<file path="src/sv/svp_pkg.sv">
// Shared types and constants of the streaming vertex partitioner.
// Holds the command/status structs between controller and datapath.
// No dependencies.
package svp_pkg;

    localparam int SVP_MAX_VERTICES = 4096;
    localparam int SVP_MAX_DCS      = 16;

    localparam int SVP_VID_W  = 12;
    localparam int SVP_DEG_W  = 16;
    localparam int SVP_DC_W   = 4;
    localparam int SVP_CNT_W  = 16;
    localparam int SVP_WGT_W  = 24;
    localparam int SVP_BAL_W  = 40;
    localparam int SVP_ROOT_W = 28;
    localparam int SVP_PEN_W  = 36;
    localparam int SVP_SCORE_W = 38;
    localparam int SVP_NDC_W  = 5;

    localparam logic [SVP_CNT_W-1:0] SVP_CNT_MAX = '1;
    localparam logic [SVP_BAL_W-1:0] SVP_BAL_MAX = '1;
    // one vertex in Q24.16
    localparam logic [SVP_BAL_W:0]   SVP_BAL_ONE = 41'd65536;

    typedef enum logic [1:0] {
        CMD_DEGREE = 2'd0,
        CMD_EDGE   = 2'd1,
        CMD_END    = 2'd2,
        CMD_NONE   = 2'd3
    } svp_command_t;

    typedef enum logic [1:0] {
        REG_NUM_DCS   = 2'd0,
        REG_THRESHOLD = 2'd1,
        REG_WEIGHT    = 2'd2,
        REG_RATIO     = 2'd3
    } svp_reg_t;

    typedef struct packed {
        logic latch;
        logic deg_wr;
        logic rd_cur;
        logic edge_eval;
        logic loc_inc;
        logic scan_init;
        logic scan_cap;
        logic mul_cap;
        logic score_cap;
        logic upd_mul;
        logic place;
        logic clr_step;
        logic clr_bal;
    } svp_ctl_t;

    typedef struct packed {
        logic sqrt_done;
        logic loc_needed;
        logic scan_last;
        logic clr_last;
    } svp_stat_t;

endpackage

</file>
<file path="src/sv/svp_ctrl.sv">
// Controller state machine: sequences degree, edge and end-of-vertex requests
// and the locality/balance clearing sweeps. Depends on svp_pkg.
module svp_ctrl
    import svp_pkg::*;
(
    input  logic         clk,
    input  logic         rst_n,
    input  logic         start,
    input  logic [1:0]   command,
    input  svp_stat_t    stat,
    output svp_ctl_t     ctl,
    output logic         busy
);

    typedef enum logic [3:0] {
        S_RST_CLR,
        S_IDLE,
        S_DEG,
        S_E_CUR,
        S_E_NB,
        S_E_EVAL,
        S_E_INC,
        S_RD,
        S_CAP,
        S_SQ,
        S_MUL,
        S_CMP,
        S_UPD,
        S_PLACE,
        S_CLR
    } state_t;

    state_t state_reg;
    state_t state_next;

    always_comb
    begin
        state_next = state_reg;
        ctl        = '0;
        unique case (state_reg)
            S_RST_CLR:
            begin
                ctl.clr_step = 1'b1;
                ctl.clr_bal  = 1'b1;
                if (stat.clr_last)
                begin
                    state_next = S_IDLE;
                end
            end
            S_IDLE:
            begin
                if (start)
                begin
                    ctl.latch = 1'b1;
                    unique case (svp_command_t'(command))
                        CMD_DEGREE: state_next = S_DEG;
                        CMD_EDGE:
                        begin
                            state_next = S_E_CUR;
                        end
                        CMD_END:
                        begin
                            ctl.scan_init = 1'b1;
                            state_next    = S_RD;
                        end
                        default: state_next = S_IDLE;
                    endcase
                end
            end
            S_DEG:
            begin
                ctl.deg_wr = 1'b1;
                state_next = S_IDLE;
            end
            S_E_CUR:
            begin
                ctl.rd_cur = 1'b1;
                state_next = S_E_NB;
            end
            S_E_NB:
            begin
                state_next = S_E_EVAL;
            end
            S_E_EVAL:
            begin
                ctl.edge_eval = 1'b1;
                state_next    = stat.loc_needed ? S_E_INC : S_IDLE;
            end
            S_E_INC:
            begin
                ctl.loc_inc = 1'b1;
                state_next  = S_IDLE;
            end
            S_RD:
            begin
                state_next = S_CAP;
            end
            S_CAP:
            begin
                ctl.scan_cap = 1'b1;
                state_next   = S_SQ;
            end
            S_SQ:
            begin
                if (stat.sqrt_done)
                begin
                    state_next = S_MUL;
                end
            end
            S_MUL:
            begin
                ctl.mul_cap = 1'b1;
                state_next  = S_CMP;
            end
            S_CMP:
            begin
                ctl.score_cap = 1'b1;
                state_next    = stat.scan_last ? S_UPD : S_RD;
            end
            S_UPD:
            begin
                ctl.upd_mul = 1'b1;
                state_next  = S_PLACE;
            end
            S_PLACE:
            begin
                ctl.place  = 1'b1;
                state_next = S_CLR;
            end
            S_CLR:
            begin
                ctl.clr_step = 1'b1;
                if (stat.clr_last)
                begin
                    state_next = S_IDLE;
                end
            end
            default: state_next = S_IDLE;
        endcase
    end

    always_ff @(posedge clk or negedge rst_n)
    begin
        if (!rst_n)
        begin
            state_reg <= S_RST_CLR;
        end
        else
        begin
            state_reg <= state_next;
        end
    end

    assign busy = state_reg != S_IDLE;

endmodule

</file>
<file path="config.mk">
export PLATFORM = sky130hd
export DESIGN_NAME = svp_ctrl
export DESIGN_NICKNAME = d
export VERILOG_FILES = /design/src/sv/svp_pkg.sv /design/src/sv/svp_ctrl.sv
export SDC_FILE = /design/constraint.sdc
export NUM_CORES = 1
export LEC_CHECK = 0
export BUFFER_PORTS_ARGS = -buffer_cell sky130_fd_sc_hd__buf_2
export CAP_MARGIN = 25
export CORE_MARGIN = 2
export CORE_UTILIZATION = 28
export CTS_CLUSTER_DIAMETER = 80
export DETAILED_ROUTE_END_ITERATION = 10
export PLACE_DENSITY = 0.58
export SYNTH_ARGS = -nofsm -noshare
export SYNTH_HDL_FRONTEND = slang
export SYNTH_SLANG_ARGS = --single-unit
</file>
<file path="constraint.sdc">
create_clock -name clk -period 1.3 [get_ports clk]
set_input_delay 0.26 -clock clk [delete_from_list [all_inputs] [get_ports clk]]
set_output_delay 0.26 -clock clk [all_outputs]
set_load 0.1 [all_outputs]
</file>
# == Word level (Yosys, flattened, before mapping) ==
# Cells that the tools add are included.
# totals
regBits,4
# op_classes
eq_ne,20
muxes,23
n_reduce_logical,4
# ops
cell,count
4-bit one-hot mux with 12 select lines,1
"4-bit == test, second input constant",7
"4-bit by 3-bit == test with 1-bit output, second input constant",4
1-bit 2-to-1 mux,16
4-bit 2-to-1 mux,4
3-bit one-hot mux with 3 select lines,1
"4-bit by 2-bit == test with 1-bit output, second input constant",2
"4-bit by 1-bit == test with 1-bit output, second input constant",1
4-bit logical NOT,1
"2-bit inequality test, second input constant",2
"4-bit by 1-bit inequality test with 1-bit output, second input constant",1
3-bit 2-to-1 mux,1
3-bit AND reduction,1
"2-bit by 1-bit == test with 1-bit output, second input constant",1
"2-bit == test, second input constant",1
2-bit logical NOT,1
"2-bit by 1-bit inequality test with 1-bit output, second input constant",1
2-bit OR reduction,1

# == Longest topological paths before layout ==
# Gate-level depths: netlist (run 1).
# logic_depth
word_depth,4
ltp_mapped,5
mapped_depth_nobuf,4

# == Least setup slack after synthesis (run 1) ==
# OpenSTA, ideal clock, no wires.
# synth_timing
path_type,flip-flop to output port
start,reg state_reg[2]
end,out ctl[0] (netlist name)
arrival_time_ps,3521
required_ps,1040
path_slack_ps,-2481
path_stages_with_launch,3
path_buffers,1
path_cell_list,dfrtp_1 buf_2 nor4_1
# synth_rtl
element,line_no,rtl
start: declaration,svp_ctrl.sv:33,state_t state_reg;
start signal: assignment,svp_ctrl.sv:150,state_reg <= state_next;
end: declaration,svp_ctrl.sv:11,"output svp_ctl_t ctl,"

==> metrics.csv, run 1 <==
metric,value,unit
worst r2r path cells,7,
CP Cell Sequence,"and2b_1, and3_4, and3b_4, buf_12",
violations in the final reports,negative setup slack,
Hold WC Path Type,in -> reg,
"count leader, synth",nor2_1,
Leak,0.521,nW
reg2reg setup slack,-160,ps
Avg WL per Cell,14.2,microns
CP Class,reg -> out,
CTS tree,yes,
Final Non-Filler Cells,127,
CP Buf/Inv Count,1,
Max Fclk,597,MHz
Slew headroom,82.3,%
Worst Setup EP,ctl[7],
NumNets Final,122,
drt initial violations,11,
chip width,43.3,microns
Yosys reg bits,4,
post-detail-place hpwl,1320,microns
Antenna Cells,0,
area share of the largest cell type after synthesis,23.1,%
Clock transition at path regs,30,ps
chip height,43.3,microns
H-tree depth,1,
crit end category,output pin,
I/O Pins,23,
WP depth,4,
Post-synth ARST share,100,%
Die ar.,1880,sq um
Post-synth EDFFs,0,
IO buf count,22,
GPL Wtd Cong,0.798,
Root Driver,clkbuf_4,
Synth-to-Final Area Change,169,%
Worst Hold Slack,286,ps
final hold vios,0,
Synth area leaders,"dfrtp_1, nand2b_1, o21ai_0",
number of flip-flops in the largest register,4,
VDD IR max,2760,uV
Clock Tree Buf Depth,2,
layout cell share with drive strength beyond 1,67.6,%
Power Dens Cells,2840,nW/um^2
Mapped Nets,73,
routed vias,632,
period utilisation layout,129,%
Netlist Area Pre-Place,433,sq um
post-layout util,79.2,%
largest net degree at the start of global routing,9,
TritonCTS Buffers,3,
crit path DAT,1410,ps
initial antenna violation count,0,
Reg-to-Reg Start,state_reg[3],
total detailed-routing wirelength,1800,microns
setup ws final,-374,ps
Initial Util,29.4,%
Remaining DRCs,0,
Max-cap violations,0,
post-synthesis sequential area ratio,23.1,%
"Remaining Overflow, GRT",0,
vias in the first global route,632,
RSZ-0062 raised after global routing,true,
outcome,finished with violations,
Total GRT Usage,21.5,%
endpoints failing setup,17,
CP Launch Type,flop,
critical path peak fanout,4,
Core ar.,1470,sq um
clk sinks,4,
Worst R2R End,state_reg[0],
"delay-heaviest family, CP",simple AND/OR/NAND/NOR gates,
Mapped Cells,64,
Yosys warning total,0,
row count,14,
Setup TNS,-4550,ps
max incr delay on CP,400,ps
Cells after DPL,117,
hold path depth,3,
Netlist cell types,26,
clock latency on the worst-skew pair,250,ps
first-pass GRT wire length,3010,microns
Commonest cells post-synth,"nor2_1, nand2_1, nand2b_1, o21ai_0, nor3_1",
Worst-Margin Slew,263,ps
Critical Path Start,state_reg[1],
critical hold path startpoint,stat[0],
clk_skew,7.51,ps
first-pass iteration count of the detailed router,4,
minimum clock period,1670,ps
DRT antenna net count,0,
slowest CP cell,dfrtp_1,
leading area contributor after synthesis,dfrtp_1,
Fill cells,98,
via/cell ratio,4.98,
Crit path required time,1040,ps
Synth Flop Type,dfrtp_1,
fin. max-slew vios,0,
Syn Area/Cell,6.76,sq um
## logic make-up (layout without fill, tap and decap cells)
family	count (synthesis)	after routing	share of synthesized area, %
buffers and inverters	8	55	8.67
AND/OR/NAND/NOR	34	34	40.2
AO/OA/AOI/OAI	18	18	28.0
flip-flops	4	4	23.1
## stage by stage
stage | power [W] | worst slack (ps) | cell area (sq um)
floorplan | 0.00191 | -603 | 588
global placement | 0.00277 | -186 | 1030
detailed placement | 0.00281 | -243 | 1030
CTS | 0.00325 | -379 | 1150
global route | 0.00345 | -415 | 1160
finish | 0.00331 | -374 | 1160
## where the power goes
part / switching (W) / total [W] / internal [W]
Clock: 0.0000607 / 0.000165 / 0.000104
Combinational: 0.00168 / 0.00289 / 0.00121
Sequential: 0.0000777 / 0.000255 / 0.000177
## worst min-delay path by stage
stage	slack [ps]	endpoint
after global placement	70	state_reg[1]
after detailed placement	70	state_reg[0]
after floorplan	-40	state_reg[0]
after global routing	310	state_reg[0]
final	290	state_reg[0]
after CTS	280	state_reg[0]
## tightest hold or removal path, stage by stage
cell and delay, ps:
buf_2 110, inv_1 60, a32oi_2 50
## layer usage
metal  wire [microns]  vias to the layer above  share of wire [%]  global-route usage [%]
met3               67                        3                3.7                    5.53
met5                0                        -                  0                       0
met2              957                       13                 53                    35.5
met1              755                      300                 42                    27.5
li1                 -                      316                  -                       -
met4               23                        0                1.3                    6.06
## what timing repair did
action,in CTS,in global routing
pin swaps,9,5
hold buffers,1,0
resized for setup,15,2
endpoints found under the hold margin,4,0
setup buffers,6,3
endpoints found under the setup margin,17,17
## placed cells by master (no fill, tap or decap), types with 2 or more instances in the layout
master	Yosys	layout
nor2_1	8	2
clkbuf_4	0	3
o21ai_0	6	5
buf_4	1	23
a21o_1	2	2
buf_2	3	8
nand2b_1	6	4
nand2_1	7	3
dfrtp_2	0	2
dfrtp_1	4	2
buf_12	0	14
nor2_4	0	6
nand2b_4	0	2
inv_1	4	4
nor3_4	0	4
o21ai_1	1	2
nand2_4	0	4
## cell type report
type	count	area [sq um]	share of cell area, %
clock buffer	3	22.5	1.93
inverter	4	15.0	1.29
multi-input combinational	52	475	40.8
sequential	4	103	8.81
tap	16	20.0	1.72
timing repair buffer	48	529	45.4
Power figures use the tool's default switching activity.
==> inputs of run 2 (changes only) <==
Settings changed: CTS_BUF_LIST from default to sky130_fd_sc_hd__clkbuf_16.
==> run 2 against run 1 <==
  * The run still ends with negative setup slack left
  * Die area unchanged
  * Critical path type unchanged
  * Sequential power increased by 6%
  * Via count increased by 14%
  * Global-route usage increased by 1.6 points
  * Sequential cell count unchanged
  * Core utilization increased by 7.5 points
  * Fmax decreased by 0.63%
  * Setup slack got worse by 11 ps
  * Largest power group unchanged
  * Largest cell class unchanged
==> metrics.csv, run 2 (synthesis gave the netlist of run 1 again) <==
metric,value,unit
WP depth,4,
Placed Area,1030,sq um
outcome,finished with violations,
critical path peak fanout,4,
hold path depth,3,
violations in the final reports,negative setup slack,
first-pass GRT wire length,3270,microns
Crit path required time,1040,ps
RSZ-0062 raised after global routing,true,
Cells after DPL,117,
row count,14,
Root Driver,clkbuf_16,
IO buf count,22,
"commonest non-fill, non-tap cell in the layout",buf_4,
Power Dens Cells,2990,nW/um^2
largest net degree at the start of global routing,9,
layout cell share with drive strength beyond 1,69.3,%
Slew headroom,77.1,%
Synth-to-Final Area Change,195,%
worst r2r path cells,5,
clk_skew,5.61,ps
NumNets Final,125,
crit end category,output pin,
crit path DAT,1420,ps
Final Non-Filler Cells,130,
clk sinks,4,
Finished Cell Area,1270,sq um
via/cell ratio,5.54,
Hold EP,state_reg[0],
TritonCTS Buffers,3,
area of the multi-input gates,492,sq um
I/O Pins,23,
final hold vios,0,
CP Launch Type,flop,
CTS tree,yes,
Antenna Cells,0,
critical hold path startpoint,stat[0],
clock latency on the worst-skew pair,230,ps
fin. max-slew vios,0,
Clock Tree Buf Depth,2,
"Remaining Overflow, GRT",0,
Leak,0.554,nW
CP Buf/Inv Count,1,
Worst-Margin Slew,341,ps
max incr delay on CP,410,ps
Initial Util,29.4,%
DRT antenna net count,0,
Total GRT Usage,23.1,%
chip width,43.3,microns
Max Fclk,594,MHz
Remaining DRCs,0,
minimum clock period,1680,ps
GPL Wtd Cong,0.798,
CP Class,reg -> out,
first-pass iteration count of the detailed router,4,
post-detail-place hpwl,1320,microns
Reg-to-Reg Start,state_reg[0],
setup ws final,-385,ps
Avg WL per Cell,17.4,microns
VDD IR max,3380,uV
Die ar.,1880,sq um
H-tree depth,1,
endpoints failing setup,17,
slowest CP cell,dfrtp_1,
initial antenna violation count,0,
Fill cells,69,
FF+latch area,103,sq um
Clock transition at path regs,30,ps
Hold WC Path Type,in -> reg,
post-layout util,86.6,%
drt initial violations,16,
reg2reg setup slack,-170,ps
most frequent cells in the layout,"buf_4, buf_12, buf_2, nor2_4, buf_6",
chip height,43.3,microns
CP Cell Sequence,"and2b_1, and3_4, and3b_4, buf_12",
period utilisation layout,130,%
Max-cap violations,0,
routed vias,720,
number of flip-flops in the largest register,4,
vias in the first global route,693,
Worst R2R End,state_reg[0],
Worst Hold Slack,318,ps
"delay-heaviest family, CP",simple AND/OR/NAND/NOR gates,
total detailed-routing wirelength,2260,microns
Core ar.,1470,sq um
Place WS,-243,ps
-- run 2: worst max-delay path by stage --
stage | start | slack (ps) | to
after detailed placement | state_reg[3] | -240 | ctl[7]
after global placement | state_reg[3] | -190 | ctl[7]
final | state_reg[1] | -380 | ctl[7]
after global routing | state_reg[1] | -410 | ctl[7]
after CTS | state_reg[3] | -350 | ctl[7]
after floorplan | state_reg[3] | -600 | ctl[0]
-- run 2: timing repair --
| item | 4_1_cts | 5_1_grt |
|---|---|---|
| pin swaps | 11 | 8 |
| hold endpoints to repair | 4 | 0 |
| setup buffers | 6 | 5 |
| hold buffers | 1 | 0 |
| setup endpoints to repair | 17 | 17 |
| gates resized for setup | 15 | 10 |
-- run 2: final cells by class --
| class | count | area share [%] |
|---|---|---|
| repair buffers | 51 | 44.7 |
| multi-input cells | 52 | 38.6 |
| flip-flops and latches | 4 | 8.05 |
| clock buffers | 3 | 5.89 |
| well taps | 16 | 1.57 |
| inverters | 4 | 1.18 |
-- run 2: worst register-to-register path, delay by kind of cell (launching register included) --
family	cells	cell delay (ps)
DFF	1	420
and+or+nand+nor	1	200
AOI/OAI and AO/OA	3	570
buffers and inverters	1	150
-- run 2: metal layers --
metal  part of all wire (%)  routed length, microns  up-vias  global-route usage (%)
li1                       -                       -      327                       -
met1                     38                     865      359                    27.3
met2                     55                    1240       30                    42.1
met3                    5.0                     112        4                    4.26
met4                    1.8                      40        0                    6.06
met5                      0                       0        -                       0
-- run 2: through the flow --
step | total power, W | TNS [ps]
3_5_place_dp | 0.00281 | -1760
5_1_grt | 0.00392 | -4830
2_1_floorplan | 0.00191 | -4520
4_1_cts | 0.00358 | -3880
6_report | 0.00381 | -4400
3_3_place_gp | 0.00277 | -1300
-- run 2: report_power, final --
part | switching (W) | leakage [nW] | internal, W
registers | 0.0000938 | 0.0480 | 0.000177
logic | 0.00175 | 0.469 | 0.00129
clock network | 0.000102 | 0.0370 | 0.000395
total | 0.00194 | 0.554 | 0.00186
==> inputs of run 3 (changes only) <==
Settings changed: CORE_AREA from default to 2 2 39 41, CORE_MARGIN 2 to default, CORE_UTILIZATION 28 to default, DIE_AREA from default to 0 0 41 43, MAX_ROUTING_LAYER from default to met4, PLACE_DENSITY 0.58 to 0.65, RECOVER_POWER from default to 50.
==> run 3 against run 2 <==
  * Highest routed layer unchanged
  * First-iteration DRC count rose to 3.6 times the previous value
  * Global-route usage is 10 points higher
  * Sequential cell count unchanged
  * The flow still finishes with violations (negative setup slack)
==> metrics.csv, run 3 (synthesis gave the netlist of run 1 again) <==
metric,value,unit
outcome,finished with violations,
violations in the final reports,negative setup slack,
CP Class,reg -> out,
Worst R2R End,state_reg[1],
most frequent cells in the layout,"buf_4, buf_12, buf_2, buf_6, nor2_4",
Net Switching,0.00214,W
area of the multi-input gates,519,sq um
clk_skew,1.36,ps
Leak,0.575,nW
routed vias,787,
IO buf count,22,
H-tree depth,1,
critical path peak fanout,3,
drt initial violations,57,
period utilisation layout,134,%
DRT antenna net count,0,
Max Fclk,576,MHz
"Remaining Overflow, GRT",0,
CP Launch Type,flop,
layout cell share with drive strength beyond 1,73.3,%
chip height,43,microns
Power Dens Cells,3120,nW/um^2
fin. max-slew vios,0,
Clock Tree Buf Depth,2,
Placed Area,1060,sq um
FF+latch area,103,sq um
Antenna Cells,0,
chip width,41,microns
largest net degree at the start of global routing,10,
Hold WC Path Type,in -> reg,
Finished Cell Area,1330,sq um
first-pass GRT wire length,3750,microns
Reg-to-Reg Start,state_reg[1],
crit end category,output pin,
Critical Path Start,state_reg[1],
Root Driver,clkbuf_16,
Worst-Margin Slew,368,ps
GPL Wtd Cong,0.912,
Max-cap violations,0,
Avg WL per Cell,22.6,microns
Clock transition at path regs,30,ps
clock latency on the worst-skew pair,230,ps
Crit path required time,1040,ps
first-pass iteration count of the detailed router,4,
hold path depth,3,
total power,0.00414,W
endpoints failing setup,17,
final hold vios,0,
"commonest non-fill, non-tap cell in the layout",buf_4,
clock network power share,12.1,%
total detailed-routing wirelength,2980,microns
P_int,0.00200,W
number of flip-flops in the largest register,4,
TritonCTS Buffers,3,
Initial Util,31.3,%
Total GRT Usage,33.2,%
VDD IR max,2560,uV
I/O Pins,23,
CTS tree,yes,
initial antenna violation count,0,
NumNets Final,127,
clk sinks,4,
vias in the first global route,759,
via/cell ratio,5.96,
worst r2r path cells,5,
minimum clock period,1740,ps
row count,14,
Remaining DRCs,0,
Switching Fraction,51.7,%
post-detail-place hpwl,1420,microns
Fill cells,30,
setup ws final,-437,ps
Reg power frac,6.6,%
combinational share of power,81.3,%
Setup TNS,-5250,ps
RSZ-0062 raised after global routing,true,
Core ar.,1380,sq um
Synth-to-Final Area Change,207,%
reg2reg setup slack,-230,ps
Slew headroom,75.3,%
Worst Setup EP,ctl[7],
crit path DAT,1480,ps
Die ar.,1760,sq um
## run 3: cell count changes in the layout (fill, tap and decap cells not counted), sizes merged
cell | previous run | this run
buf | 50 | 51
clkbuf | 3 | 4
## run 3: power by group through the flow
stage	registers (W)	clock network (W)	logic, W
CTS	0.000254	0.000489	0.00294
global placement	0.000221	0	0.00264
finish	0.000274	0.000500	0.00336
floorplan	0.000224	0	0.00169
global route	0.000279	0.000502	0.00344
detailed placement	0.000228	0	0.00269
## run 3: through the flow
step           utilization [%]  cells  setup WS, ps  hold slack (ps)
4_1_cts                   89.3    129          -342              299
3_5_place_dp              76.9    122          -173             70.2
3_3_place_gp              76.9    122          -133             68.2
2_1_floorplan                -     64          -603            -35.6
6_report                  95.9    132          -437              325
5_1_grt                   95.9    132          -457              358
## run 3: final cells by class
class / instances / area share, %
inverter: 4 / 1.70
multi-input combinational: 52 / 39.1
clock buffer: 3 / 5.66
tap: 16 / 1.51
sequential: 4 / 7.73
timing repair buffer: 53 / 44.3
## run 3: how the worst min path moves through the flow
stage | endpoint | start | slack (ps)
2_1_floorplan | state_reg[0] | rst_n | -40
3_3_place_gp | state_reg[0] | rst_n | 70
3_5_place_dp | state_reg[3] | rst_n | 70
4_1_cts | state_reg[0] | stat[0] | 300
5_1_grt | state_reg[0] | stat[0] | 360
6_report | state_reg[0] | stat[0] | 320
## run 3: routing by layer
metal	global-route usage (%)	routed length, microns	vias to the layer above
met3	7.33	237	17
met2	48.8	1430	60
met4	16.7	143	0
met5	-	0	-
li1	-	-	333
met1	41.1	1170	377
## run 3: worst max-delay path: stages (launching register included)
cell	delay, ps
dfrtp_1	400
and2b_1	270
and3_4	200
and3b_4	200
buf_12	170
## run 3: timing repair
item	4_1_cts	5_1_grt
pin swaps	8	7
hold buffers	1	0
resized for setup	17	17
buffers inserted	3	4
endpoints found under the setup margin	17	18
endpoints found under the hold margin	4	0
